==> config.mk <==
export PLATFORM = sky130hd
export DESIGN_NAME = dkst_cell
export DESIGN_NICKNAME = d
export VERILOG_FILES = /design/src/dkst_pkg.sv /design/src/dkst_cell.sv
export SDC_FILE = /design/constraint.sdc
export NUM_CORES = 1
export LEC_CHECK = 0
export ABC_AREA = 1
export CAP_MARGIN = 20
export CORE_AREA = 2 2 201 203
export DETAILED_ROUTE_END_ITERATION = 8
export DIE_AREA = 0 0 203 205
export DONT_BUFFER_PORTS = 1
export GPL_TIMING_DRIVEN = 0
export PLACE_DENSITY = 0.35
export SYNTH_ARGS = -nofsm -noshare
export SYNTH_HDL_FRONTEND = slang
export SYNTH_SLANG_ARGS = --single-unit
==> constraint.sdc <==
create_clock -name clk -period 8.74 [get_ports clk]
set_clock_uncertainty 0.05 [all_clocks]
set_input_delay 1.311 -clock clk [delete_from_list [all_inputs] [get_ports clk]]
set_output_delay 1.311 -clock clk [all_outputs]
set_load 0.02 [all_outputs]
==> src/dkst_pkg.sv <==
// ----------------------------------------------------------------------------
// dkst_pkg
// Shared types and constants of the delivered key set table.
// ----------------------------------------------------------------------------
package dkst_pkg;

  localparam int unsigned CAPACITY_DEF = 64;
  localparam int unsigned HELD_W       = 7;

  localparam logic [1:0] OP_QUERY  = 2'd0;
  localparam logic [1:0] OP_MARK   = 2'd1;
  localparam logic [1:0] OP_REMOVE = 2'd2;

  // level packs layer | resolution << 16 | component << 22
  typedef struct packed {
    logic [31:0] session;
    logic [47:0] tile;
    logic [35:0] level;
    logic [47:0] precinct;
  } entry_t;

  typedef struct packed {
    logic shift_all;  // whole ring moves one place toward cell 0
    logic drop;       // only the cells in front of the kept region move
    logic load;       // cell at load_idx takes the key
  } cell_ctl_t;

endpackage

==> src/dkst_cell.sv <==
// ----------------------------------------------------------------------------
// dkst_cell
// One entry of the key ring: holds a key, takes its neighbor's or the new key.
// ----------------------------------------------------------------------------
module dkst_cell #(
  parameter int CAPACITY = dkst_pkg::CAPACITY_DEF,
  parameter int IDX      = 0,
  parameter int CNT_W    = $clog2(CAPACITY + 1)
) (
  input  logic               clk,
  input  dkst_pkg::cell_ctl_t ctl,
  input  logic [CNT_W-1:0]   wr_cnt,
  input  logic [CNT_W-1:0]   load_idx,
  input  dkst_pkg::entry_t   key,
  input  dkst_pkg::entry_t   din,
  output dkst_pkg::entry_t   q
);

  dkst_pkg::entry_t entry_r;
  dkst_pkg::entry_t entry_nxt;
  logic             load_here;
  logic             part_shift;

  // during a drop step the last wr_cnt cells hold finished survivors
  always_comb begin
    load_here  = ctl.load && (load_idx == CNT_W'(IDX));
    part_shift = ctl.drop &&
                 (((CNT_W + 1)'(wr_cnt) + (CNT_W + 1)'(IDX + 1)) < (CNT_W + 1)'(CAPACITY));
    if (load_here) begin
      entry_nxt = key;
    end else if (ctl.shift_all || part_shift) begin
      entry_nxt = din;
    end else begin
      entry_nxt = entry_r;
    end
  end

  always_ff @(posedge clk) begin
    entry_r <= entry_nxt;
  end

  assign q = entry_r;

endmodule

* Word level (Yosys, flattened, before mapping)
Cells that the tools add are included.
** Operators by class
- Reductions and logical operators :: 5
- Mux-type cells :: 2
- Add/sub/neg operators :: 1
- Magnitude comparators :: 1
** Operators with widths (count)
- $mux W164 :: 2
- $add A7 B1 Y8 const B :: 1
- $lt A8 B7 Y1 const B :: 1
- $logic_not A7 Y1 :: 1
- $logic_and A1 B1 Y1 :: 2
- $reduce_bool A2 Y1 :: 1
- $logic_or A1 B1 Y1 :: 1
** Word-level totals
- Bits in registers :: 164
- Bits of input ports :: 346
- Logic and storage cells :: 13

* Logic depth before layout (Yosys ltp)
Gate-level depths: netlist of run 1.
- Word-level depth :: 6
- Depth in mapped cells :: 8

* Worst setup path before layout of run 1
Ideal clock, no wire load.
- Kind :: in2reg
- Start point :: input load_idx[4]
- End point :: register entry_r (netlist bit q[0]), enable pin
- Required time :: 6932 ps
- Buffers on the path :: 1
- Arrival :: 5371 ps
- Slack :: 1561 ps
- Stages :: 6
- Cells stage by stage :: inv_1 -> nand2_1 -> nor2_2 -> nand2_1 -> buf_2 -> nand3_1
** Between the ends
- Longest elaborated chain between the ends :: 3
** RTL lines
- start, declared :: RTL line dkst_cell.sv:13 : input logic [CNT_W-1:0] load_idx,
- $logic_not A7 Y1 :: RTL line dkst_cell.sv:26 : load_here = ctl.load && (load_idx == CNT_W'(IDX));
- $logic_and A1 B1 Y1 :: RTL line dkst_cell.sv:26
- $reduce_bool A2 Y1 (no source line)
- end signal, assigned :: RTL line dkst_cell.sv:39 : entry_r <= entry_nxt;
- end, declared :: RTL line dkst_cell.sv:19 : dkst_pkg::entry_t entry_r;
Every way passes these cells.
A chain may end at the register's enable or synchronous reset.

* Worst setup path in the final report of run 1
- Start point :: input load_idx[0]
- End point :: register entry_r (netlist bit q[74]), enable pin
Same word-level chain as after synthesis.

==> key figures, run 1 <==
Setup path
  – Top Family by Delay on Critical Path: simple AND/OR/NAND/NOR gates
  – Worst path max stage delay: 700 ps
  – Levels on crit path: 7
  – Worst Path Arrival: around 3200 ps
  – CP Cell Sequence: inv_2, nand2_1, nor2_2, nand2_1, buf_2, nand3_4, buf_16
  – Buf+Inv Stages, Crit Path: 3
  – Startpoint types: input port
  – Most used cell, CP: nand2_1
  – CP endpoint kind: flop
  – Slowest cell on crit path: nand3_4
  – Crit-path max FO: 58
  – CP Class: input port to flop
  – Critical Path RT: 8840 ps

Drt
  – Total wire length: 28710 µm
  – Vias/cell: 4.245
  – 1st-iter DRT viols: approximately 360
  – Residual DRC: 0
  – Antenna viol nets, final: 0
  – Via count: 5514
  – Drt first pass iters: 5
  – Avg WL per Cell: 22.10 µm

Floorplanning
  – Die Wd: 203 µm
  – Total die area: ~42000 µm²
  – # IOs: 510
  – Floorplan core area: 39370 µm²
  – Die H: 205 µm
  – # rows: between 70 and 80
  – Initial Utilization: a little under a fifth

Pwr
  – Worst vdd ir: roughly 0.10 mV
  – Leak: 3.692 nW
  – Power per Cell Area: about 230 nW/µm²

GRT
  – Largest net degree at the start of global routing: 59
  – Total track usage: a little over an eighth
  – First-pass GRT wire length: 39240 µm
  – Vias in the first global route: 5657
  – Initial antenna violation count: 5
  – GRT Residual Overflow: 0

Timing
  – Setup violators final: 0
  – Slew Viols, Final: 0
  – Period utilization: 35.59%
  – Worst setup margin: 5630 ps
  – Relative slew slack: 39.83%
  – RSZ-0062 raised after global routing: false
  – Tmin final: 3110 ps
  – Worst-Margin Slew: 902.5 ps
  – Maximum clock frequency: 321.5 MHz
  – Final Hold Vio Count: 0

Synthesis
  – Post-synth top area share: roughly 65%
  – Number of flops mapped to enable cells by yosys: 164
  – Number of unique standard cell types used by synthesis: 10
  – Most numerous cell in the Yosys netlist: nand2_1
  – Ys flop type: edfxtp_1
  – Syn avg cell area: 10.24 µm²
  – Cell area after synthesis: 7530 µm²
  – Yosys warnings: 0
  – Seq/Total Area, Yosys: 65.40%
  – Yosys reg bits: roughly 160
  – Area leader, netlist: edfxtp_1
  – Post-synth top cells: nand2_1, nand3_1, edfxtp_1, buf_4, buf_6
  – Dominant cells by area after synthesis: edfxtp_1, nand2_1, nand3_1
  – Syn_nets: 1081
  – Cells after synthesis: 735
  – Ys async rst share: 0%

Hold path
  – Hold WC Path Type: input port to flop
  – WHS Path Cells: 2

CTS
  – # clock sinks: 164
  – Clock root buffer: clkbuf_16
  – Cts repair resizes: 0
  – CTS Buf Count: 17
  – CTS tree: yes
  – Hold buffer count at CTS: 0
  – Max Buffers Root-to-Sink: 2
  – Reg clk slew, reported paths: 80 ps
  – Setup bufs post-CTS: 0
  – Number of H-tree levels: 4

Status
  – Outcome: finished, final reports clean

Place
  – Pre-CTS setup slack: 5109 ps
  – Detail Placement HPWL: 21840 µm
  – Buffers on Ports: 0
  – Placed Cells: between 1000 and 1500
  – Routability congestion estimate: 0.8067

Cells and area
  – Area grow syn2layout: 18.13%
  – Final cell count without fillers: 1299
  – Max reg flops: 164
  – Fin nets: 1102
  – Share of cells above drive strength 1: 12.22%

Run
  – Max Cap Viol: 0
[report_power, final]
| group | switching [mW] | internal, mW | total, mW | leakage, nW |
|---|---|---|---|---|
| Clock | 0.354 | 0.481 | 0.835 | 0.298 |
| Combinational | 0.0623 | 0.0271 | 0.0894 | 1.76 |
| Sequential | 0.142 | 0.964 | 1.11 | 1.64 |
[placed cells by master, fill, tap and decap left out]
cell type	count
nand2_1	338
nand3_1	164
edfxtp_1	164
buf_4	33
clkbuf_16	17
buf_6	16
inv_1	7
diode_2	5
buf_2	5
clkinvlp_4	4
bufinv_16	4
inv_2	3
clkinv_2	3
nor2_2	2
nor2_1	2
inv_6	2
buf_16	2
nand3_4	1
clkinv_4	1
inv_8	1
[metal layers]
metal	track usage [%]	routed length (µm)
met5	0	0
met4	8.212	1045
met3	5.361	2839
met2	22.50	14500
met1	14.02	10320
[through the flow]
| step | total power [mW] | cell area, µm² | util, % | hold slack (ps) | setup TNS, ps |
|---|---|---|---|---|---|
| after detailed placement | 1.217 | 8254 | 20.97 | 1445 | 0 |
| after CTS | 2.070 | 8882 | 22.56 | 942.3 | 0 |
| after floorplan | 1.169 | 7530 | - | 1440 | 0 |
| final | 2.031 | 8895 | 22.59 | 988.8 | 0 |
| after global placement | 1.231 | 8187 | 20.80 | 1441 | -300300 |
| after global routing | 2.103 | 8895 | 22.59 | 962.5 | 0 |
[logic make-up (layout without fill, tap and decap cells)]
logic type	after synthesis	in the layout	synth area share [%]
other	0	5	0
buffers and inverters	64	98	6.514
flip-flops	164	164	65.40
AND/OR/NAND/NOR	507	507	28.08
[cell type report]
class	count	area, µm²
fillers	4267	30470
flip-flops and latches	164	4925
multi-input cells	507	2127
well taps	525	656.9
plain buffers	54	452.9
clock buffers	17	425.4
clock inverters	15	202.7
repair buffers	2	55.05
inverters	10	37.54
diodes	5	12.51
[path summary, 6_finish.rpt]
check	startpoint	to	slack, ps
max	load_idx[0]	q[74]	5630
min	din[157]	q[157]	990
Power figures use the tool's default switching activity.
==> inputs of run 2 (changes only) <==
- PLACE_DENSITY: 0.35 -> 0.36
- clock period: 8.74 -> 2.6 ns (I/O delays scaled with it)
==> run 2 against run 1 <==
Net effect:
- critical endpoint is now q[84]
- setup slack worse by 5000 ps
- sequential share of layout area increased by 0.070 points
- routed wire length up 0.23%
- global-route usage rose by 0.20 points
- largest cell class unchanged
- die area did not move
- first-iteration DRC count shrank 7.2%
- combinational power rose to 3.5 times the previous value
- hold slack got worse by 930 ps
- critical path depth up 1
- total power rose to 3.2 times the previous value
- sequential power rose to 3.4 times the previous value
- clock power grew to 3.0 times the previous value
==> key figures, run 2 (synthesized netlist as in run 1, its figures left out) <==
CTS
  – Number of H-tree levels: 4 (unchanged)
  – CTS tree: yes
  – Clock root buffer: clkbuf_16
  – Setup bufs post-CTS: 0 (unchanged)
  – Cts repair resizes: 0 (unchanged)
  – CTS Buf Count: 17 (unchanged)
  – Reg clk slew, reported paths: 70 ps (about the same)
  – Max Buffers Root-to-Sink: 2 (unchanged)
  – # clock sinks: 164 (unchanged)
  – Hold buffer count at CTS: 0 (unchanged)

Status
  – Outcome: finished, final reports clean

Pwr
  – Psw: 1.818 mW (+230%)
  – Share of total power in the clock network: 38.5% (-2.6 points)
  – Sequential Power Share: 56.7% (+2.2 points)
  – Sw Share: 27.72% (+0.19 points)
  – Power per Cell Area: 738.3 nW/µm² (+220%)
  – Int Pwr: 4.741 mW (+220%)
  – Combinational share of power: 4.8% (+0.4 points)
  – Tot Pwr: 6.559 mW (+220%)
  – Worst vdd ir: 0.3586 mV (+260%)
  – Leak: 3.691 nW (about the same)

Setup path
  – CP endpoint kind: flop
  – Startpoint types: input port
  – Crit-path max FO: 40 (-31%)
  – Worst Path Arrival: 2080 ps (-1130 ps)
  – Critical Path RT: 2690 ps (-6150 ps)
  – CP Class: input port to flop

Cells and area
  – Area grow syn2layout: 17.98%
  – Share of cells above drive strength 1: 12.87% (+0.65 points)
  – Fin nets: 1103 (+0.091%)
  – Most frequent cells in the layout: nand2_1, nand3_1, edfxtp_1
  – Fin util: 22.57% (-0.029 points)
  – Max reg flops: 164 (unchanged)
  – Number of fill cells: 4252 (-0.35%)
  – Layout Cell Area excl Fill: 8884 µm² (-0.13%)
  – Antenna diodes: 0 (-5)
  – Commonest non-fill, non-tap cell in the layout: nand2_1

Floorplanning
  – # IOs: 510 (unchanged)
  – Die H: 205 µm (unchanged)
  – Initial Utilization: 19.13% (unchanged)
  – # rows: 73 (unchanged)
  – Die Wd: 203 µm (unchanged)
  – Total die area: 41620 µm² (unchanged)
  – Floorplan core area: 39370 µm² (unchanged)

GRT
  – GRT Residual Overflow: 0 (unchanged)
  – First-pass GRT wire length: 39380 µm (+0.35%)
  – Vias in the first global route: 5630 (-0.48%)
  – Initial antenna violation count: 0 (-5)
  – Largest net degree at the start of global routing: 57 (-3.4%)
  – Total track usage: 13.57% (+0.20 points)

Place
  – Detail Placement HPWL: 22320 µm (+2.2%)
  – Placement Cell Area: 8320 µm² (+0.80%)
  – Buffers on Ports: 0 (unchanged)
  – Routability congestion estimate: 0.7873 (-2.4%)

Timing
  – Maximum clock frequency: between 500 and 600 MHz
  – Setup violators final: 0 (unchanged)
  – Worst-Margin Slew: 635.1 ps (-267.5 ps)
  – Period utilization: approximately three quarters
  – RSZ-0062 raised after global routing: false
  – Final Hold Vio Count: 0 (unchanged)
  – Relative slew slack: 57.66% (+18 points)
  – Slew Viols, Final: 0 (unchanged)
  – Tmin final: 1982 ps

Drt
  – Vias/cell: 4.260 (+0.37%)
  – Avg WL per Cell: 22.24 µm (+0.61%)
  – Via count: 5513 (-0.018%)
  – Total wire length: 28780 µm (+0.23%)
  – Drt first pass iters: 4 (-1)
  – Antenna viol nets, final: 0 (unchanged)
  – 1st-iter DRT viols: 333 (-7.2%)
  – Residual DRC: 0 (unchanged)

Run
  – Max Cap Viol: 0 (unchanged)

Hold path
  – Hold WC Path Type: input port to flop
## run 2: metal layers
metal  up-vias  global-route usage (%)  wire length [µm]
li1       2534                       -                 -
met1      2605                   13.76             10330
met2       349                   24.35             14940
met3        25                   6.093              2926
met4         0                   5.292               577
met5         -                       0                 0
## run 2: power groups by stage
stage | clock network (mW) | logic [mW] | registers, mW
after global routing | 2.73 | 0.359 | 3.74
final | 2.53 | 0.314 | 3.72
after floorplan | 0 | 0.210 | 3.70
after CTS | 2.63 | 0.323 | 3.73
after detailed placement | 0 | 0.326 | 3.78
after global placement | 0 | 0.304 | 3.81
## run 2: final timing paths
check	cells past startpoint	end	from
worst min-delay path	2	q[134]	din[134]
worst max-delay path	8	q[84]	load_idx[6]
## run 2: worst max-delay path, stage by stage
cell and delay (ps):
inv_2 20, nand2_1 110, nor2_2 200, nand2_2 110, buf_6 170, nand3_4 420
buf_12 320, buf_12 250
## run 2: layout make-up
| cell class | instances | area [µm²] | area share [%] |
|---|---|---|---|
| multi-input combinational | 507 | 2152 | 24.23 |
| clock inverter | 13 | 133.9 | 1.507 |
| tap | 525 | 656.9 | 7.394 |
| clock buffer | 18 | 429.2 | 4.831 |
| inverter | 10 | 60.06 | 0.6761 |
| timing repair buffer | 3 | 67.56 | 0.7606 |
| sequential | 164 | 4925 | 55.44 |
| buffer | 54 | 459.2 | 5.169 |
## run 2: through the flow
stage	cells	setup TNS, ps	hold WS (ps)	setup WS, ps
6_report	1294	0	56.00	617.7
5_1_grt	1294	0	21.35	532.4
4_1_cts	1294	0	7.776	615.5
3_5_place_dp	1263	0	524.2	113.5
3_3_place_gp	1260	-216100	521.0	-1341
2_1_floorplan	735	-16570	518.6	-101.1
